$ cat src/rtl/core/bra_pkg.sv
// shared types and constants for the banker's resource allocator
package bra_pkg;

   localparam int MAX_CLIENTS_DEF   = 16;
   localparam int NUM_RESOURCES_DEF = 4;
   localparam int NUM_INIT_REGS     = 4;

   localparam logic [1:0] OP_INIT    = 2'd0;
   localparam logic [1:0] OP_REQUEST = 2'd1;
   localparam logic [1:0] OP_CLOSE   = 2'd2;
   localparam logic [1:0] OP_UNKNOWN = 2'd3;

   localparam logic [2:0] STS_ACK       = 3'd0;
   localparam logic [2:0] STS_WAIT      = 3'd1;
   localparam logic [2:0] STS_NO_CLIENT = 3'd2;
   localparam logic [2:0] STS_OVER_REL  = 3'd3;
   localparam logic [2:0] STS_HOLDING   = 3'd4;
   localparam logic [2:0] STS_DUPLICATE = 3'd5;

   localparam logic [2:0] REG_RES_IN_USE = 3'd0;
   localparam logic [2:0] REG_INIT_AV_0  = 3'd1;
   localparam logic [2:0] REG_INIT_AV_1  = 3'd2;
   localparam logic [2:0] REG_INIT_AV_2  = 3'd3;
   localparam logic [2:0] REG_INIT_AV_3  = 3'd4;

   localparam logic [16:0] USED_MAX  = 17'd131071;
   localparam logic [19:0] GRANT_MAX = 20'd1048575;
   localparam logic signed [21:0] WORK_MAX = 22'sd2097151;
   localparam logic signed [21:0] WORK_MIN = -22'sd2097152;

   typedef enum logic [2:0] {
      IDLE,
      CHECK,
      WALK_START,
      WALK,
      RESPOND
   } state_type;

endpackage

$ cat src/rtl/core/bankers_resource_allocator.sv
// banker's algorithm resource allocator with an iterative safety walk
//
// req channel carries one transaction: operation, client_id and four signed amounts.
// rsp channel returns one status per transaction. csr is an APB-style port with
// resources_in_use at 0x00 and initial_available_0..3 at 0x04..0x10.
// one transaction at a time: req_stall is high from acceptance until the status
// has been taken on rsp. init and errors found at acceptance go straight to the
// respond state; close and over-release pass through the check state first.
// a request runs the safety walk over the client table memory, one client compare
// per cycle through a registered read port; each client that finishes restarts
// the scan at client 0. an unsafe result rolls the grant back.
// reset clears the client table valid bits, granted totals and the registers
// (resources_in_use to 4, initial amounts to 0); no clearing pass is needed.
// while rsp_stall is high the status holds and no new transaction is taken.
module bankers_resource_allocator #(
   parameter int MAX_CLIENTS   = bra_pkg::MAX_CLIENTS_DEF,
   parameter int NUM_RESOURCES = bra_pkg::NUM_RESOURCES_DEF
) (
   input  logic               clock,
   input  logic               reset,
   input  logic               req_valid,
   output logic               req_stall,
   input  logic [1:0]         req_operation,
   input  logic [3:0]         req_client_id,
   input  logic signed [15:0] req_amount_0,
   input  logic signed [15:0] req_amount_1,
   input  logic signed [15:0] req_amount_2,
   input  logic signed [15:0] req_amount_3,
   output logic               rsp_valid,
   input  logic               rsp_stall,
   output logic [2:0]         rsp_status,
   input  logic               csr_psel,
   input  logic               csr_penable,
   input  logic               csr_pwrite,
   input  logic [4:0]         csr_paddr,
   input  logic [31:0]        csr_pwdata,
   output logic [31:0]        csr_prdata,
   output logic               csr_pready
);
   import bra_pkg::*;

   localparam int CW  = (MAX_CLIENTS > 1) ? $clog2(MAX_CLIENTS) : 1;
   localparam int SW  = CW + 1;
   localparam int CLW = NUM_RESOURCES * 16;
   localparam int UW  = NUM_RESOURCES * 17;
   localparam logic [MAX_CLIENTS-1:0] ALL_SLOTS = {MAX_CLIENTS{1'b1}};

   state_type state_ff, state_in;
   logic [1:0]  op_ff, op_in;
   logic [CW-1:0] id_ff, id_in;
   logic signed [15:0] amt_ff [NUM_RESOURCES];
   logic signed [15:0] amt_in [NUM_RESOURCES];
   logic signed [15:0] req_amt [4];
   logic [MAX_CLIENTS-1:0] active_ff, active_in;
   logic [MAX_CLIENTS-1:0] finished_ff, finished_in;
   logic [19:0] granted_ff [NUM_RESOURCES];
   logic [19:0] granted_in [NUM_RESOURCES];
   logic [19:0] save_grant_ff [NUM_RESOURCES];
   logic [19:0] save_grant_in [NUM_RESOURCES];
   logic [UW-1:0] save_used_ff, save_used_in;
   logic signed [21:0] work_ff [NUM_RESOURCES];
   logic signed [21:0] work_in [NUM_RESOURCES];
   logic [SW-1:0] scan_ff, scan_in;
   logic          cmp_vld_ff, cmp_vld_in;
   logic [CW-1:0] cmp_idx_ff, cmp_idx_in;
   logic [2:0]    status_ff, status_in;
   logic [2:0]    nres_ff;
   logic [15:0]   init_av_ff [NUM_INIT_REGS];

   logic [CLW-1:0] claim_mem [MAX_CLIENTS];
   logic [UW-1:0]  used_mem [MAX_CLIENTS];
   logic [CLW-1:0] claim_rd_ff;
   logic [UW-1:0]  used_rd_ff;
   logic [CW-1:0]  rd_addr;
   logic           claim_we, used_we;
   logic [CW-1:0]  wr_addr;
   logic [CLW-1:0] claim_wd;
   logic [UW-1:0]  used_wd;

   logic [2:0] nr;
   logic       cfg_wr;
   logic [2:0] cfg_idx;

   assign req_amt[0] = req_amount_0;
   assign req_amt[1] = req_amount_1;
   assign req_amt[2] = req_amount_2;
   assign req_amt[3] = req_amount_3;

   assign nr = (32'(nres_ff) > 32'(NUM_RESOURCES)) ? 3'(NUM_RESOURCES) : nres_ff;

   // configuration port
   assign csr_pready = 1'b1;
   assign cfg_idx    = csr_paddr[4:2];
   assign cfg_wr     = csr_psel && csr_penable && csr_pwrite;

   always_ff @(posedge clock) begin
      if (reset) begin
         nres_ff <= 3'd4;
         for (int k = 0; k < NUM_INIT_REGS; k++) init_av_ff[k] <= '0;
      end else if (cfg_wr) begin
         case (cfg_idx)
            REG_RES_IN_USE: nres_ff <= csr_pwdata[2:0];
            REG_INIT_AV_0:  init_av_ff[0] <= csr_pwdata[15:0];
            REG_INIT_AV_1:  init_av_ff[1] <= csr_pwdata[15:0];
            REG_INIT_AV_2:  init_av_ff[2] <= csr_pwdata[15:0];
            REG_INIT_AV_3:  init_av_ff[3] <= csr_pwdata[15:0];
            default: ;
         endcase
      end
   end

   always_comb begin
      case (cfg_idx)
         REG_RES_IN_USE: csr_prdata = {29'd0, nres_ff};
         REG_INIT_AV_0:  csr_prdata = {16'd0, init_av_ff[0]};
         REG_INIT_AV_1:  csr_prdata = {16'd0, init_av_ff[1]};
         REG_INIT_AV_2:  csr_prdata = {16'd0, init_av_ff[2]};
         REG_INIT_AV_3:  csr_prdata = {16'd0, init_av_ff[3]};
         default:        csr_prdata = '0;
      endcase
   end

   // client table memories
   always_ff @(posedge clock) begin
      if (claim_we) claim_mem[wr_addr] <= claim_wd;
      if (used_we) used_mem[wr_addr] <= used_wd;
      claim_rd_ff <= claim_mem[rd_addr];
      used_rd_ff  <= used_mem[rd_addr];
   end

   // sequencer
   always_comb begin
      logic signed [18:0] u_sum;
      logic signed [21:0] g_sum;
      logic signed [18:0] need;
      logic signed [22:0] w_sum;
      logic        over_rel;
      logic        holding;
      logic        fits;
      logic [CW-1:0] req_idx;
      logic        in_range;

      state_in      = state_ff;
      op_in         = op_ff;
      id_in         = id_ff;
      amt_in        = amt_ff;
      active_in     = active_ff;
      finished_in   = finished_ff;
      granted_in    = granted_ff;
      save_grant_in = save_grant_ff;
      save_used_in  = save_used_ff;
      work_in       = work_ff;
      scan_in       = scan_ff;
      cmp_vld_in    = cmp_vld_ff;
      cmp_idx_in    = cmp_idx_ff;
      status_in     = status_ff;
      claim_we      = 1'b0;
      used_we       = 1'b0;
      wr_addr       = id_ff;
      claim_wd      = '0;
      used_wd       = '0;
      rd_addr       = id_ff;
      req_idx       = CW'(req_client_id);
      in_range      = 32'(req_client_id) < 32'(MAX_CLIENTS);
      over_rel      = 1'b0;
      holding       = 1'b0;
      fits          = 1'b0;
      u_sum         = '0;
      g_sum         = '0;
      need          = '0;
      w_sum         = '0;

      case (state_ff)
         IDLE: begin
            rd_addr = req_idx;
            if (req_valid) begin
               op_in = req_operation;
               id_in = req_idx;
               for (int j = 0; j < NUM_RESOURCES; j++) amt_in[j] = req_amt[j];
               if (!in_range || req_operation == OP_UNKNOWN) begin
                  status_in = STS_NO_CLIENT;
                  state_in  = RESPOND;
               end else if (req_operation == OP_INIT) begin
                  if (active_ff[req_idx]) begin
                     status_in = STS_DUPLICATE;
                  end else begin
                     claim_we = 1'b1;
                     used_we  = 1'b1;
                     wr_addr  = req_idx;
                     for (int j = 0; j < NUM_RESOURCES; j++)
                        claim_wd[j*16 +: 16] = req_amt[j];
                     active_in[req_idx] = 1'b1;
                     status_in = STS_ACK;
                  end
                  state_in = RESPOND;
               end else if (!active_ff[req_idx]) begin
                  status_in = STS_NO_CLIENT;
                  state_in  = RESPOND;
               end else begin
                  state_in = CHECK;
               end
            end
         end
         CHECK: begin
            if (op_ff == OP_CLOSE) begin
               for (int j = 0; j < NUM_RESOURCES; j++)
                  if (used_rd_ff[j*17 +: 17] != '0) holding = 1'b1;
               if (holding) begin
                  status_in = STS_HOLDING;
               end else begin
                  active_in[id_ff] = 1'b0;
                  status_in = STS_ACK;
               end
               state_in = RESPOND;
            end else begin
               for (int j = 0; j < NUM_RESOURCES; j++) begin
                  u_sum = $signed({2'b00, used_rd_ff[j*17 +: 17]}) + 19'(amt_ff[j]);
                  if (3'(j) < nr && amt_ff[j] < 0 && u_sum < 0) over_rel = 1'b1;
               end
               if (over_rel) begin
                  status_in = STS_OVER_REL;
                  state_in  = RESPOND;
               end else begin
                  save_used_in  = used_rd_ff;
                  save_grant_in = granted_ff;
                  used_we = 1'b1;
                  used_wd = used_rd_ff;
                  for (int j = 0; j < NUM_RESOURCES; j++) begin
                     if (3'(j) < nr) begin
                        u_sum = $signed({2'b00, used_rd_ff[j*17 +: 17]}) + 19'(amt_ff[j]);
                        if (u_sum < 0) used_wd[j*17 +: 17] = '0;
                        else if (u_sum > $signed({2'b00, USED_MAX}))
                           used_wd[j*17 +: 17] = USED_MAX;
                        else used_wd[j*17 +: 17] = u_sum[16:0];
                        g_sum = $signed({2'b00, granted_ff[j]}) + 22'(amt_ff[j]);
                        if (g_sum < 0) granted_in[j] = '0;
                        else if (g_sum > $signed({2'b00, GRANT_MAX})) granted_in[j] = GRANT_MAX;
                        else granted_in[j] = g_sum[19:0];
                     end
                  end
                  state_in = WALK_START;
               end
            end
         end
         WALK_START: begin
            for (int j = 0; j < NUM_RESOURCES; j++)
               work_in[j] = $signed({6'd0, init_av_ff[j]}) - $signed({2'b00, granted_ff[j]});
            finished_in = ~active_ff;
            scan_in     = '0;
            cmp_vld_in  = 1'b0;
            state_in    = WALK;
         end
         WALK: begin
            rd_addr = scan_ff[CW-1:0];
            if (cmp_vld_ff && !finished_ff[cmp_idx_ff]) begin
               fits = 1'b1;
               for (int j = 0; j < NUM_RESOURCES; j++) begin
                  need = 19'($signed(claim_rd_ff[j*16 +: 16]))
                       - $signed({2'b00, used_rd_ff[j*17 +: 17]});
                  if (3'(j) < nr && 22'(need) > work_ff[j]) fits = 1'b0;
               end
            end
            if (fits) begin
               for (int j = 0; j < NUM_RESOURCES; j++) begin
                  if (3'(j) < nr) begin
                     w_sum = 23'(work_ff[j]) + $signed({6'd0, used_rd_ff[j*17 +: 17]});
                     if (w_sum > 23'(WORK_MAX)) work_in[j] = WORK_MAX;
                     else if (w_sum < 23'(WORK_MIN)) work_in[j] = WORK_MIN;
                     else work_in[j] = w_sum[21:0];
                  end
               end
               finished_in[cmp_idx_ff] = 1'b1;
               scan_in    = '0;
               cmp_vld_in = 1'b0;
               if (finished_in == ALL_SLOTS) begin
                  status_in = STS_ACK;
                  state_in  = RESPOND;
               end
            end else if (cmp_vld_ff && 32'(cmp_idx_ff) == 32'(MAX_CLIENTS - 1)) begin
               if (finished_ff == ALL_SLOTS) begin
                  status_in = STS_ACK;
               end else begin
                  used_we = 1'b1;
                  used_wd = save_used_ff;
                  granted_in = save_grant_ff;
                  status_in  = STS_WAIT;
               end
               state_in = RESPOND;
            end else if (32'(scan_ff) < 32'(MAX_CLIENTS)) begin
               cmp_vld_in = 1'b1;
               cmp_idx_in = scan_ff[CW-1:0];
               scan_in    = scan_ff + 1'b1;
            end else begin
               cmp_vld_in = 1'b0;
            end
         end
         RESPOND: begin
            if (!rsp_stall) state_in = IDLE;
         end
         default: state_in = IDLE;
      endcase
   end

   always_ff @(posedge clock) begin
      if (reset) begin
         state_ff    <= IDLE;
         active_ff   <= '0;
         finished_ff <= '0;
         cmp_vld_ff  <= 1'b0;
         for (int j = 0; j < NUM_RESOURCES; j++) granted_ff[j] <= '0;
      end else begin
         state_ff    <= state_in;
         active_ff   <= active_in;
         finished_ff <= finished_in;
         cmp_vld_ff  <= cmp_vld_in;
         granted_ff  <= granted_in;
      end
   end

   always_ff @(posedge clock) begin
      op_ff         <= op_in;
      id_ff         <= id_in;
      amt_ff        <= amt_in;
      save_grant_ff <= save_grant_in;
      save_used_ff  <= save_used_in;
      work_ff       <= work_in;
      scan_ff       <= scan_in;
      cmp_idx_ff    <= cmp_idx_in;
      status_ff     <= status_in;
   end

   assign req_stall  = (state_ff != IDLE);
   assign rsp_valid  = (state_ff == RESPOND);
   assign rsp_status = status_ff;

   a_stall_after_accept: assert property (@(posedge clock) disable iff (reset)
      req_valid && !req_stall |=> req_stall)
      else $error("transaction accepted without blocking the next");

   a_status_range: assert property (@(posedge clock) disable iff (reset)
      rsp_valid |-> rsp_status <= STS_DUPLICATE)
      else $error("status code out of range");

   a_wait_only_request: assert property (@(posedge clock) disable iff (reset)
      rsp_valid && (rsp_status == STS_WAIT || rsp_status == STS_OVER_REL)
      |-> op_ff == OP_REQUEST)
      else $error("request status on a non-request transaction");

endmodule

$ cat config.mk
export PLATFORM = sky130hd
export DESIGN_NAME = bankers_resource_allocator
export DESIGN_NICKNAME = d
export VERILOG_FILES = /design/src/rtl/core/bra_pkg.sv /design/src/rtl/core/bankers_resource_allocator.sv
export SDC_FILE = /design/constraint.sdc
export NUM_CORES = 2
export LEC_CHECK = 0
export BUFFER_PORTS_ARGS = -buffer_cell sky130_fd_sc_hd__buf_2
export CORE_ASPECT_RATIO = 1.2
export CORE_UTILIZATION = 35
export CTS_BUF_LIST = sky130_fd_sc_hd__clkbuf_4 sky130_fd_sc_hd__clkbuf_8
export CTS_CLUSTER_DIAMETER = 200
export DETAILED_ROUTE_END_ITERATION = 10
export PLACE_DENSITY = 0.46
export SYNTH_ARGS = -nofsm -noshare
export SYNTH_HDL_FRONTEND = slang
export SYNTH_SLANG_ARGS = --single-unit
$ cat constraint.sdc
create_clock -name clock -period 17.6 [get_ports clock]
set_clock_uncertainty 0.05 [all_clocks]
set_input_delay 0.88 -clock clock [delete_from_list [all_inputs] [get_ports clock]]
set_output_delay 0.88 -clock clock [all_outputs]
set_load 0.02 [all_outputs]
==> run_results.csv <==
group,metric,value,unit
clock_network,htree_levels,5,
global_route,grt_pass1_wl,537,mm
logic_synthesis,synthDistinctLibCells,107,
clock_network,cts_resized,0,
power_and_ir_drop,p_leak,52.2,nW
layout,drive_gt1_share,19.2,%
setup_path,end_kind,"flip-flop",
clock_network,cts-root-buf,"clkbuf_8",
clock_network,clkSlewWorstSetupHoldPaths,0.07,ns
logic_synthesis,synth-seq-cells,2745,
routing,via_per_inst,5.40,
layout,multi_input_comb_area,41200,um2
clock_network,cts_hold_buffers,64,
timing,slew_violations,0,
routing,remaining_drc_errors,0,
logic_synthesis,synth_cells,8027,
clock_network,cts_buffer_depth,4,
timing,setup_viol,0,
layout,ff_latch_area,79900,um2
logic_synthesis,ys_warn_count,0,
setup_path,crit_arrival,10.10,ns
clock_network,cts_sinks,2745,
floorplan,num_rows,238,
routing,dr.pass1.iters,6,
run,maxCapViolCount,1,
logic_synthesis,synth_largest_area_cell,"edfxtp_1",
power_and_ir_drop,power_density,106,nW/um2
power_and_ir_drop,p_int,11.0,mW
placed_design,dp_hpwl,240,mm
power_and_ir_drop,switchingPower,3.83,mW
floorplan,die_area,355000,um2
power_and_ir_drop,vdd_drop_max,67.1,uV
clock_network,clock_latency,1.13,ns
timing,clock.fmax,106,MHz
timing,tightest_slew,1.46,ns
routing,vias,73292,
timing,hold_slack,0.133,ns
setup_path,path_class,"reg -> reg",
clock_network,post-cts-setup-buffers,0,
layout,finish.instance_area,140000,um2
clock_network,cts_buffers,443,
power_and_ir_drop,p_comb_share,11.8,%
setup_path,cp.required,18.27,ns
timing,finalSetupTns,0,ns
setup_path,cp_max_fo,28,
floorplan,coreArea,351000,um2
placed_design,numPortBuffers,116,
power_and_ir_drop,switching_share,25.8,%
timing,hold_viol,0,
logic_synthesis,synth_top_cell_area_share,60.6,%
logic_synthesis,async_flop_share,0,%
timing,max_slew_margin,1.52,%
global_route,antenna_found_initial,33,
logic_synthesis,syn_area_per_cell,15.4,um2
timing,period_share,53.6,%
global_route,grt_use_total,21.0,%
power_and_ir_drop,pwr-share-seq,48.8,%
floorplan,die_h,653,um
floorplan,io_pins,152,
global_route,grt_max_degree,81,
layout,fillers,32642,
worst_hold_path,hold_path.class,"in -> reg",
layout,area_delta_synth_final,13.6,%
placed_design,dpl-instance-area,130000,um2
timing,rsz0062_at_grt,"no",
routing,finalWirelength,375,mm
setup_path,start_kind,"flip-flop",
placed_design,gp_congestion,0.891,
power_and_ir_drop,power.share.clock,39.4,%
floorplan,start_util,35.2,%
global_route,first_global_vias,75205,
timing,min_period,9.43,ns
logic_synthesis,ys_seq_area_share,64.7,%
global_route,grt-ovfl-total,0,
logic_synthesis,synth_edf_count,2494,
logic_synthesis,synthTopCellsByArea,"edfxtp_1 61%, mux4_2 9.8%, ha_1 4.6%",
logic_synthesis,ys.flop_type,"edfxtp_1",
routing,postRouteAntennaNets,0,
outcome,violations,"capacitance limit",
floorplan,die_w,544,um
logic_synthesis,synth_area,124000,um2
outcome,outcome,"finished, violations left",
clock_network,cts_tree,"done",
routing,initialDrtViolationCount,5383,
routing,routedWlPerCell,27.6,um
layout,layout.nets,9086,
## through the flow
| stage | utilization [%] | setup slack [ns] | power, mW | std cells |
|---|---|---|---|---|
| 2_1_floorplan | - | 9.42 | 8.52 | 8042 |
| 4_1_cts | 40.0 | 8.14 | 15.0 | 13561 |
| 6_report | 40.0 | 8.17 | 14.9 | 13575 |
| 3_3_place_gp | 37.1 | 8.32 | 9.13 | 12672 |
| 5_1_grt | 40.0 | 7.67 | 15.4 | 13567 |
| 3_5_place_dp | 37.1 | 8.21 | 9.13 | 12672 |
## flip-flops by register name, summed over array words and instances, names as in the netlist, 4 cells and up
signal,count
scan_ff,5
finished_ff,16
active_ff,16
init_av_ff,64
cmp_idx_ff,4
save_used_ff,68
granted_ff,80
save_grant_ff,80
used_rd_ff,68
work_ff,88
amt_ff,64
claim_mem,1024
id_ff,4
used_mem,1088
claim_rd_ff,64
## cell families after synthesis
| kind of cell | synth area share (%) |
|---|---|
| XOR/XNOR | 2.22 |
| multiplexers | 11.1 |
| adder cells (fa/ha/maj) | 4.89 |
| AO/OA/AOI/OAI | 8.93 |
| AND/OR/NAND/NOR | 5.79 |
| buffers and inverters | 2.36 |
| flip-flops | 64.7 |
| other | 0.00608 |
## power by group through the flow
stage	Clock, mW	Sequential (mW)	Combinational, mW
6_report	5.86	7.25	1.75
5_1_grt	6.27	7.25	1.93
4_1_cts	6.02	7.25	1.77
3_5_place_dp	0	7.39	1.75
3_3_place_gp	0	7.39	1.74
2_1_floorplan	0	7.30	1.22
## synthesized netlist by cell type, drive strengths merged (84+ instances only)
cell type  instances
nor2b            179
mux2i            147
nand2            280
mux4             538
o21ai            298
xnor2            185
clkbuf           172
inv              341
ha               451
nor2             325
a21oi            532
a22oi             84
nand3            124
buf              175
and2             155
dfxtp            251
a211oi           197
edfxtp          2494
nor3              93
xor2             128
a31oi             90
a21o              91
## critical path, cell delays in order (launching register included)
cell and delay, ns:
dfxtp_1 0.62, inv_1 0.16, fa_1 0.45, a21o_1 0.19, a21oi_1 0.24, o21bai_1 0.13, a211oi_1 0.48, o31ai_1 0.17
o41ai_1 0.63, o21ai_0 0.33, o21ai_0 0.21, nand2b_1 0.10, o21ai_0 0.49, ha_1 0.35, and3_1 0.23, o2111a_1 0.16
o22ai_1 0.18, o31ai_1 0.12, and2_1 0.18, o211ai_1 0.36, o21ai_1 0.24, nand2_1 0.29, a31oi_1 0.36, nor2_4 0.86
buf_4 0.66, buf_4 0.63
## layer usage
metal  track usage, %  part of all wire [%]  up-vias
li1                 -                     -    32694
met1             28.8                    44    38187
met2             34.5                    48     1887
met3             2.60                   4.6      518
met4             6.57                   3.2        6
met5                0                 0.011        -
## cell usage in the layout (no fill, tap or decap), drive strengths merged, types with 147 or more instances in the layout
cell and count:
and2 155, edfxtp 2494, a211oi 197, nand2 280, xnor2 185, nor2b 179
a21oi 532, buf 297, nor2 325, mux2i 147, o21ai 298, clkinv 148
clkbuf 637, mux4 538, dfxtp 251, ha 451, inv 350
## worst paths after layout
path / start / to / slack (ns) / cells past startpoint
worst max-delay path: used_rd_ff[35] / used_mem[15][5] / 8.17 / 25
worst min-delay path: csr_pwdata[10] / init_av_ff[3][10] / 0.13 / 2
worst max register to register: used_rd_ff[35] / used_mem[15][5] / 8.17 / 25
worst min register to register: active_ff[9] / finished_ff[9] / 0.44 / 1
## area by class of cell
| cell class | instances | area share, % |
|---|---|---|
| inverters | 342 | 0.918 |
| repair buffers | 361 | 1.89 |
| well taps | 4680 | 4.17 |
| diodes | 14 | 0.0250 |
| clock inverters | 188 | 1.10 |
| flip-flops and latches | 2745 | 56.9 |
| clock buffers | 637 | 5.61 |
| multi-input cells | 4608 | 29.3 |
(Power assumes the default switching activity.)
